--- src/rtl/assert_macros.svh ---
// Assertion macros shared by the envelope RTL.
// Define NO_ASSERTIONS to compile them out.
`ifndef ASSERT_MACROS_SVH
`define ASSERT_MACROS_SVH
`ifndef NO_ASSERTIONS
`define ASSERT_CHK(lbl, prop, msg) \
    lbl: assert property (@(posedge clk) disable iff (!rst_n) prop) else $error(msg);
`define ASSERT_CHK_NR(lbl, prop, msg) \
    lbl: assert property (@(posedge clk) prop) else $error(msg);
`else
`define ASSERT_CHK(lbl, prop, msg)
`define ASSERT_CHK_NR(lbl, prop, msg)
`endif
`endif

--- src/rtl/gae_pkg.sv ---
`timescale 1ns / 1ps
// Types and constants for the gated ADSR envelope.
// No dependencies.
package gae_pkg;

    localparam int CHANNELS_DEF = 16;
    localparam int TIME_W  = 48;
    localparam int LVL_W   = 17;
    localparam int DUR_W   = 16;
    localparam int NUM_W   = 33;
    localparam int QUOT_W  = 17;
    localparam int PADDR_W = 4;

    localparam logic [LVL_W-1:0] FULL_SCALE = 17'd65536;

    localparam logic [1:0] REG_ATTACK  = 2'd0;
    localparam logic [1:0] REG_DECAY   = 2'd1;
    localparam logic [1:0] REG_SUSTAIN = 2'd2;
    localparam logic [1:0] REG_RELEASE = 2'd3;

    typedef struct packed {
        logic [3:0]        channel;
        logic              gate;
        logic [TIME_W-1:0] time_ms;
    } item_t;

    typedef struct packed {
        logic [3:0]       out_channel;
        logic [LVL_W-1:0] level;
        logic             level_changed;
    } result_t;

    typedef struct packed {
        logic              gate_held;
        logic [TIME_W-1:0] switch_time;
        logic [LVL_W-1:0]  switch_level;
        logic [LVL_W-1:0]  current_level;
    } ch_state_t;

    typedef enum logic [2:0] {
        PH_ATTACK,
        PH_DECAY,
        PH_SUSTAIN,
        PH_RELEASE,
        PH_ZERO
    } phase_t;

endpackage

--- src/rtl/gae_mem.sv ---
`timescale 1ns / 1ps
// Per-channel envelope state memory with a registered read.
// Uses gae_pkg; entries never written read as zero.
module gae_mem
    import gae_pkg::*;
#(
    parameter int CHANNELS = CHANNELS_DEF,
    parameter int AW       = 4
) (
    input  logic          clk,
    input  logic          rst_n,
    input  logic          rd_en,
    input  logic [AW-1:0] rd_addr,
    output ch_state_t     rd_data,
    input  logic          wr_en,
    input  logic [AW-1:0] wr_addr,
    input  ch_state_t     wr_data
);

    ch_state_t mem_reg [CHANNELS];
    logic [CHANNELS-1:0] vld_reg;
    ch_state_t data_reg;
    logic rd_vld_reg;

    always_ff @(posedge clk)
    begin
        if (wr_en)
        begin
            mem_reg[wr_addr] <= wr_data;
        end
        if (rd_en)
        begin
            data_reg <= mem_reg[rd_addr];
        end
    end

    always_ff @(posedge clk or negedge rst_n)
    begin
        if (!rst_n)
        begin
            vld_reg    <= '0;
            rd_vld_reg <= 1'b0;
        end
        else
        begin
            if (wr_en)
            begin
                vld_reg[wr_addr] <= 1'b1;
            end
            if (rd_en)
            begin
                rd_vld_reg <= vld_reg[rd_addr];
            end
        end
    end

    assign rd_data = rd_vld_reg ? data_reg : '0;

endmodule

--- src/rtl/gae_div.sv ---
`timescale 1ns / 1ps
// Serial restoring divider, one quotient bit per cycle.
// Uses gae_pkg; caller guarantees num < den * 2**QUOT_W and den != 0.
module gae_div
    import gae_pkg::*;
(
    input  logic              clk,
    input  logic              rst_n,
    input  logic              start,
    input  logic [NUM_W-1:0]  num,
    input  logic [DUR_W-1:0]  den,
    output logic              done,
    output logic [QUOT_W-1:0] quot
);

    localparam int CNT_W = $clog2(QUOT_W + 1);

    logic [DUR_W-1:0]  rem_reg, rem_next;
    logic [QUOT_W-1:0] q_reg, q_next;
    logic [DUR_W-1:0]  den_reg;
    logic [CNT_W-1:0]  cnt_reg, cnt_next;
    logic              done_reg, done_next;
    logic [DUR_W:0]    part;
    logic [DUR_W+1:0]  diff;

    always_comb
    begin
        part      = {rem_reg, q_reg[QUOT_W-1]};
        diff      = {1'b0, part} - {2'b00, den_reg};
        rem_next  = rem_reg;
        q_next    = q_reg;
        cnt_next  = cnt_reg;
        done_next = 1'b0;
        if (start)
        begin
            rem_next = num[NUM_W-1:QUOT_W];
            q_next   = num[QUOT_W-1:0];
            cnt_next = CNT_W'(QUOT_W);
        end
        else if (cnt_reg != '0)
        begin
            if (!diff[DUR_W+1])
            begin
                rem_next = diff[DUR_W-1:0];
                q_next   = {q_reg[QUOT_W-2:0], 1'b1};
            end
            else
            begin
                rem_next = part[DUR_W-1:0];
                q_next   = {q_reg[QUOT_W-2:0], 1'b0};
            end
            cnt_next  = cnt_reg - 1'b1;
            done_next = (cnt_reg == CNT_W'(1));
        end
    end

    always_ff @(posedge clk)
    begin
        rem_reg <= rem_next;
        q_reg   <= q_next;
        if (start)
        begin
            den_reg <= den;
        end
    end

    always_ff @(posedge clk or negedge rst_n)
    begin
        if (!rst_n)
        begin
            cnt_reg  <= '0;
            done_reg <= 1'b0;
        end
        else
        begin
            cnt_reg  <= cnt_next;
            done_reg <= done_next;
        end
    end

    assign done = done_reg;
    assign quot = q_reg;

endmodule

--- src/rtl/gated_adsr_envelope.sv ---
// Gated ADSR envelope, per-channel state in a one-read-port memory.
// An item that needs a division passes through state read, phase select, multiply,
// 17 divider steps, done flag and write-back; the divider is skipped otherwise, and an
// out-of-range channel goes straight to the final state. No new item is accepted until the last result is issued.
// Reset clears control, config to defaults and marks all channel state as zero.
`timescale 1ns / 1ps
`include "assert_macros.svh"
module gated_adsr_envelope
    import gae_pkg::*;
#(
    parameter int CHANNELS = CHANNELS_DEF
) (
    input  logic               clk,
    input  logic               rst_n,
    input  logic               item_valid,
    output logic               item_stall,
    input  item_t              item,
    output logic               result_valid,
    input  logic               result_stall,
    output result_t            result,
    input  logic               psel,
    input  logic               penable,
    input  logic               pwrite,
    input  logic [PADDR_W-1:0] paddr,
    input  logic [31:0]        pwdata,
    output logic [31:0]        prdata,
    output logic               pready
);

    localparam int AW = (CHANNELS > 1) ? $clog2(CHANNELS) : 1;

    typedef enum logic [5:0] {
        S_IDLE  = 6'b000001,
        S_READ  = 6'b000010,
        S_PHASE = 6'b000100,
        S_MUL   = 6'b001000,
        S_DIV   = 6'b010000,
        S_FIN   = 6'b100000
    } state_t;

    state_t st_reg, st_next;

    // configuration
    logic [DUR_W-1:0] attack_reg, decay_reg, release_reg;
    logic [LVL_W-1:0] sustain_reg;
    logic             cfg_wr;

    assign pready = 1'b1;
    assign cfg_wr = psel & penable & pwrite;

    always_ff @(posedge clk or negedge rst_n)
    begin
        if (!rst_n)
        begin
            attack_reg  <= '0;
            decay_reg   <= '0;
            sustain_reg <= FULL_SCALE;
            release_reg <= '0;
        end
        else if (cfg_wr)
        begin
            unique case (paddr[3:2])
                REG_ATTACK:  attack_reg  <= pwdata[DUR_W-1:0];
                REG_DECAY:   decay_reg   <= pwdata[DUR_W-1:0];
                REG_SUSTAIN: sustain_reg <= pwdata[LVL_W-1:0];
                REG_RELEASE: release_reg <= pwdata[DUR_W-1:0];
                default:     ;
            endcase
        end
    end

    always_comb
    begin
        unique case (paddr[3:2])
            REG_ATTACK:  prdata = 32'(attack_reg);
            REG_DECAY:   prdata = 32'(decay_reg);
            REG_SUSTAIN: prdata = 32'(sustain_reg);
            REG_RELEASE: prdata = 32'(release_reg);
            default:     prdata = '0;
        endcase
    end

    // item registers
    item_t             item_reg;
    logic              oor_reg;
    logic [TIME_W-1:0] el_reg, swt_reg;
    logic [LVL_W-1:0]  swl_reg, prev_reg;
    phase_t            ph_reg, ph_next;
    logic [LVL_W-1:0]  mul_a_reg, mul_a_next;
    logic [DUR_W-1:0]  mul_b_reg, mul_b_next;
    logic [DUR_W-1:0]  den_reg, den_next;
    logic              result_valid_reg;
    result_t           result_reg;

    logic              accept;
    logic              out_free;
    logic              oor_in;
    logic [AW+3:0]     ch_ext;
    logic [AW-1:0]     ch_addr;
    ch_state_t         rd_data, wr_data;
    logic              wr_en;
    logic              sw_chg;
    logic [TIME_W-1:0] swt_sel, el_calc;
    logic [LVL_W-1:0]  swl_sel;
    logic [LVL_W-1:0]  sus;
    logic [LVL_W-1:0]  ad_sum;
    logic [LVL_W-1:0]  dd;
    logic              div_start, div_done;
    logic [NUM_W-1:0]  product;
    logic [QUOT_W-1:0] quot;
    logic [LVL_W:0]    lvl_raw;
    logic [LVL_W-1:0]  lvl, dec_v;

    assign item_stall = (st_reg != S_IDLE);
    assign accept     = item_valid & ~item_stall;
    assign out_free   = ~result_valid_reg | ~result_stall;
    assign oor_in     = ({5'd0, item.channel} >= 9'(CHANNELS));
    assign ch_ext     = {{AW{1'b0}}, item_reg.channel};
    assign ch_addr    = ch_ext[AW-1:0];
    assign sus        = (sustain_reg > FULL_SCALE) ? FULL_SCALE : sustain_reg;

    // the read address comes from the input directly at acceptance
    logic [AW+3:0] in_ext;
    logic [AW-1:0] in_addr;
    assign in_ext  = {{AW{1'b0}}, item.channel};
    assign in_addr = in_ext[AW-1:0];

    gae_mem #(
        .CHANNELS (CHANNELS),
        .AW       (AW)
    ) u_mem (
        .clk     (clk),
        .rst_n   (rst_n),
        .rd_en   (accept),
        .rd_addr (in_addr),
        .rd_data (rd_data),
        .wr_en   (wr_en),
        .wr_addr (ch_addr),
        .wr_data (wr_data)
    );

    // switch bookkeeping on the fresh read
    always_comb
    begin
        sw_chg  = (item_reg.gate != rd_data.gate_held);
        swt_sel = sw_chg ? item_reg.time_ms : rd_data.switch_time;
        swl_sel = sw_chg ? rd_data.current_level : rd_data.switch_level;
        el_calc = (item_reg.time_ms >= swt_sel) ? (item_reg.time_ms - swt_sel) : '0;
    end

    // phase select and divider operands
    always_comb
    begin
        ad_sum     = {1'b0, attack_reg} + {1'b0, decay_reg};
        dd         = el_reg[LVL_W-1:0] - {1'b0, attack_reg};
        ph_next    = PH_ZERO;
        mul_a_next = '0;
        mul_b_next = '0;
        den_next   = '0;
        if (item_reg.gate)
        begin
            if (el_reg < TIME_W'(attack_reg))
            begin
                ph_next    = PH_ATTACK;
                mul_a_next = FULL_SCALE - swl_reg;
                mul_b_next = el_reg[DUR_W-1:0];
                den_next   = attack_reg;
            end
            else if (el_reg < TIME_W'(ad_sum))
            begin
                ph_next    = PH_DECAY;
                mul_a_next = FULL_SCALE;
                mul_b_next = dd[DUR_W-1:0];
                den_next   = decay_reg;
            end
            else
            begin
                ph_next = PH_SUSTAIN;
            end
        end
        else if (el_reg < TIME_W'(release_reg))
        begin
            ph_next    = PH_RELEASE;
            mul_a_next = swl_reg;
            mul_b_next = release_reg - el_reg[DUR_W-1:0];
            den_next   = release_reg;
        end
    end

    assign product   = NUM_W'(mul_a_reg) * NUM_W'(mul_b_reg);
    assign div_start = (st_reg == S_MUL) &&
                       (ph_reg == PH_ATTACK || ph_reg == PH_DECAY || ph_reg == PH_RELEASE);

    gae_div u_div (
        .clk   (clk),
        .rst_n (rst_n),
        .start (div_start),
        .num   (product),
        .den   (den_reg),
        .done  (div_done),
        .quot  (quot)
    );

    // final level
    always_comb
    begin
        dec_v = FULL_SCALE - quot;
        unique case (ph_reg)
            PH_ATTACK:  lvl_raw = {1'b0, swl_reg} + {1'b0, quot};
            PH_DECAY:   lvl_raw = {1'b0, (dec_v > sus) ? dec_v : sus};
            PH_SUSTAIN: lvl_raw = {1'b0, sus};
            PH_RELEASE: lvl_raw = {1'b0, quot};
            default:    lvl_raw = '0;
        endcase
        if (oor_reg)
        begin
            lvl = '0;
        end
        else if (lvl_raw > {1'b0, FULL_SCALE})
        begin
            lvl = FULL_SCALE;
        end
        else
        begin
            lvl = lvl_raw[LVL_W-1:0];
        end
    end

    assign wr_en = (st_reg == S_FIN) && out_free && !oor_reg;
    assign wr_data = '{gate_held: item_reg.gate, switch_time: swt_reg,
                       switch_level: swl_reg, current_level: lvl};

    always_comb
    begin
        st_next = st_reg;
        unique case (st_reg)
            S_IDLE:  if (accept) st_next = oor_in ? S_FIN : S_READ;
            S_READ:  st_next = S_PHASE;
            S_PHASE: st_next = S_MUL;
            S_MUL:   st_next = div_start ? S_DIV : S_FIN;
            S_DIV:   if (div_done) st_next = S_FIN;
            S_FIN:   if (out_free) st_next = S_IDLE;
            default: st_next = S_IDLE;
        endcase
    end

    always_ff @(posedge clk or negedge rst_n)
    begin
        if (!rst_n)
        begin
            st_reg           <= S_IDLE;
            result_valid_reg <= 1'b0;
            oor_reg          <= 1'b0;
        end
        else
        begin
            st_reg <= st_next;
            if (accept)
            begin
                oor_reg <= oor_in;
            end
            if (st_reg == S_FIN && out_free)
            begin
                result_valid_reg <= 1'b1;
            end
            else if (!result_stall)
            begin
                result_valid_reg <= 1'b0;
            end
        end
    end

    always_ff @(posedge clk)
    begin
        if (accept)
        begin
            item_reg <= item;
        end
        if (st_reg == S_READ)
        begin
            el_reg   <= el_calc;
            swt_reg  <= swt_sel;
            swl_reg  <= swl_sel;
            prev_reg <= rd_data.current_level;
        end
        if (st_reg == S_PHASE)
        begin
            ph_reg    <= ph_next;
            mul_a_reg <= mul_a_next;
            mul_b_reg <= mul_b_next;
            den_reg   <= den_next;
        end
        if (st_reg == S_FIN && out_free)
        begin
            result_reg.out_channel   <= item_reg.channel;
            result_reg.level         <= lvl;
            result_reg.level_changed <= !oor_reg && (lvl != prev_reg);
        end
    end

    assign result_valid = result_valid_reg;
    assign result       = result_reg;

    `ASSERT_CHK(a_div_den_nonzero, div_start |-> den_reg != '0, "divider started with zero divisor")
    `ASSERT_CHK(a_div_done_in_div, div_done |-> st_reg == S_DIV, "divider finished outside wait state")
    `ASSERT_CHK(a_level_range, result_valid_reg |-> result_reg.level <= FULL_SCALE, "level above full scale")

endmodule
--- config.mk ---
export PLATFORM = sky130hd
export DESIGN_NAME = gated_adsr_envelope
export DESIGN_NICKNAME = d
export VERILOG_FILES = /design/src/rtl/gae_pkg.sv /design/src/rtl/gae_mem.sv /design/src/rtl/gae_div.sv /design/src/rtl/gated_adsr_envelope.sv
export VERILOG_INCLUDE_DIRS = /design/src /design/src/rtl
export SDC_FILE = /design/constraint.sdc
export NUM_CORES = 2
export LEC_CHECK = 0
export ABC_AREA = 0
export BUFFER_PORTS_ARGS = -buffer_cell sky130_fd_sc_hd__buf_2
export CORE_ASPECT_RATIO = 1.2
export CORE_MARGIN = 2
export CORE_UTILIZATION = 37
export DETAILED_ROUTE_END_ITERATION = 6
export SYNTH_ARGS = -nofsm -noshare
export SYNTH_HDL_FRONTEND = slang
export SYNTH_HIERARCHICAL = 1
export SYNTH_SLANG_ARGS = --single-unit
--- constraint.sdc ---
create_clock -name clk -period 20.9 [get_ports clk]
set_clock_uncertainty 0.05 [all_clocks]
set_input_delay 1.045 -clock clk [delete_from_list [all_inputs] [get_ports clk]]
set_output_delay 1.045 -clock clk [all_outputs]
set_load 0.02 [all_outputs]
==> impl_metrics.yaml <==
outcome:
  outcome: "finished, final reports clean"
cts:
  clk_latency_ps: 830
  root_buffer: "clkbuf_16"
  hold_buffers: 0
  ctsLongestPathBuffers: 3
  cts.htree.levels: 4
  clk_pin_slew_ps: 60
  cts_made_buffers: 184
  cts_resized: 0
  cts.sinks: 1812
  cts_setup_buffers: 0
  tritoncts: "built"
global_routing:
  grt_pass1_vias: 48500
  antenna_found_initial: 11
  grt_pass1_wl_mm: 318
  grtUsageTotal_pct: 17.9
  grt_max_degree: 136
  gr-total-overflow: 0
drt:
  drt_iter0_drc: 3872
  vias: 47400
  remaining_drc_errors: 0
  routed_wl_mm: 215
  ant_nets: 0
  vias_per_cell: 5.43
  drt-pass1-iter-count: 7
  avgRoutedWirePerCell_um: 24.6
final_layout:
  fin_util_pct: 41.6
  area_delta_synth_final_pct: 11.9
  final_nets: 6125
  drive_above_1_share_pct: 19.1
  largest_register_ffs: 1328
  layout_commonest_cell: "edfxtp_1"
  fill_cells: 20700
  final_area_sq_mm: 0.0968
  final_cell_mix: "edfxtp_1 (1717), inv_1 (439), mux4_2 (435)"
worst_setup_path:
  path_class: "reg2reg"
  cpMostUsedCell: "fa_1"
  worstSetupEndpointType: "flip-flop"
  cp.arrival_ps: 8650
  crit_family: "adder cells"
  required_ps: 21420
  crit_slowest_cell: "edfxtp_1"
  startpoint_type: "flip-flop"
  critPathMaxStageDelay_ps: 890
  path_buf_inv: 5
  crit_fanout: 16
floorplanning:
  core_area_sq_mm: 0.233
  die_w_um: 445
  io_pins: 153
  die_y_um: 534
  start_util_pct: 37.2
  dieArea_sq_mm: 0.238
  rows: 194
pwr:
  irDropWorstVdd_mv: 0.0772
  leakagePower_uw: 0.0342
  totalPowerFinal_uw: 10500
  power_density_mw_per_mm2: 108
synth:
  async_reset_ff_share_pct: 5.24
  synth-main-ff-cell: "edfxtp_1"
  syn_area_sq_mm: 0.0865
  ys_seq_elements: 1812
  synth.distinct_cells: 112
  syn_area_per_cell_sq_um: 16.1
  synth_cells: 5358
  synth-seq-area-share_pct: 62.4
  ys_warn_count: 6
  synth_edf_count: 1717
timing:
  slew-limit-headroom_pct: 18.2
  worst_slew_pin_slew_ps: 1220
  max_freq_ghz: 0.123
  finalCriticalPeriod_ps: 8140
  whs_ps: 200
  drv_slew: 0
  rsz0062_at_grt: "false"
  hold_viol: 0
  fin_crit_sh_pct: 38.9
  finalSetupViolations: 0
  tns_ps: 0
placement:
  placed_cell_area_sq_mm: 0.0907
  port_buffers: 119
  dp_hpwl_mm: 132
  gp_congestion: 0.886
hold_path:
  hold_path_class: "in2async"
job:
  maxCapViolCount: 0
==> stage by stage <==
stage | instances | setup slack, ps
global route | 8724 | 12280
floorplan | 5372 | 11620
global placement | 8380 | 12830
detailed placement | 8380 | 12760
finish | 8727 | 12760
CTS | 8724 | 12750
==> cells in the mapped netlist, types with 25 or more instances <==
cell / number / area share (%)
inv_1: 439 / 1.9
nand4_1: 29 / 0.21
mux4_2: 435 / 11
xor2_1: 57 / 0.58
edfxtp_1: 1717 / 60
mux2_2: 85 / 1.1
nand2b_1: 30 / 0.22
nor3_1: 50 / 0.29
xnor2_1: 87 / 0.88
nand2_1: 340 / 1.5
ha_1: 287 / 4.2
mux2i_1: 58 / 0.67
o21bai_1: 25 / 0.22
a21o_1: 55 / 0.48
fa_1: 214 / 5.0
and2_1: 187 / 1.4
o21ai_0: 140 / 0.81
nand3_1: 46 / 0.27
buf_2: 44 / 0.25
dfrtp_1: 93 / 2.7
nor2_1: 184 / 0.80
clkbuf_1: 134 / 0.58
nor2b_1: 41 / 0.30
a21oi_1: 164 / 0.95
==> cell type report <==
type,instances,area [sq um],share of cell area (%)
Timing Repair Buffer,200,1290,1.33
Antenna cell,3,7.51,0.00776
Clock inverter,112,1130,1.16
Inverter,439,1650,1.70
Clock buffer,232,4910,5.07
Tap cell,3038,3800,3.93
Sequential cell,1812,53900,55.7
Multi-Input combinational cell,2891,30100,31.1
==> power by group <==
part | switching [uW] | internal [uW] | total, uW
clock network | 1400 | 1850 | 3250
registers | 298 | 4400 | 4700
logic | 1550 | 970 | 2520
total | 3250 | 7220 | 10500
==> final timing paths <==
path                                           to  slack, ps  cells past startpoint          start
worst max-delay path            u_div/rem_reg[14]      12760                     26  mul_a_reg[10]
worst min-delay path                attack_reg[1]        200                      1          rst_n
worst max register to register  u_div/rem_reg[14]      12760                     26  mul_a_reg[10]
worst min register to register  u_div/den_reg[13]        370                      0    den_reg[13]
max in group asynchronous               st_reg[3]      19490                      2          rst_n
min in group clk                     item_reg[48]        330                      1       item[48]
==> cell families (layout without fill, tap and decap cells) <==
| kind of cell | Yosys count | in the layout | share of synthesized area (%) |
|---|---|---|---|
| xor gates and xnor gates | 144 | 144 | 1.46 |
| and+or+nand+nor | 1048 | 1048 | 6.18 |
| other | 2 | 19 | 0.00868 |
| adders and majority gates | 501 | 501 | 9.11 |
| muxes | 578 | 578 | 13.1 |
| buffers and inverters | 669 | 983 | 3.14 |
| AOI/OAI and AO/OA | 604 | 604 | 4.63 |
| DFF | 1812 | 1812 | 62.4 |
==> layer usage <==
metal  global-route usage, %  vias up  wire length, um
met5                       0        -               35
met4                    4.25        6             4410
met3                    2.80      288            12400
met2                    30.8     1385           108000
met1                    23.9    25000            90300
li1                        -    20700                -
No activity file was read; power rests on OpenSTA's default activity.
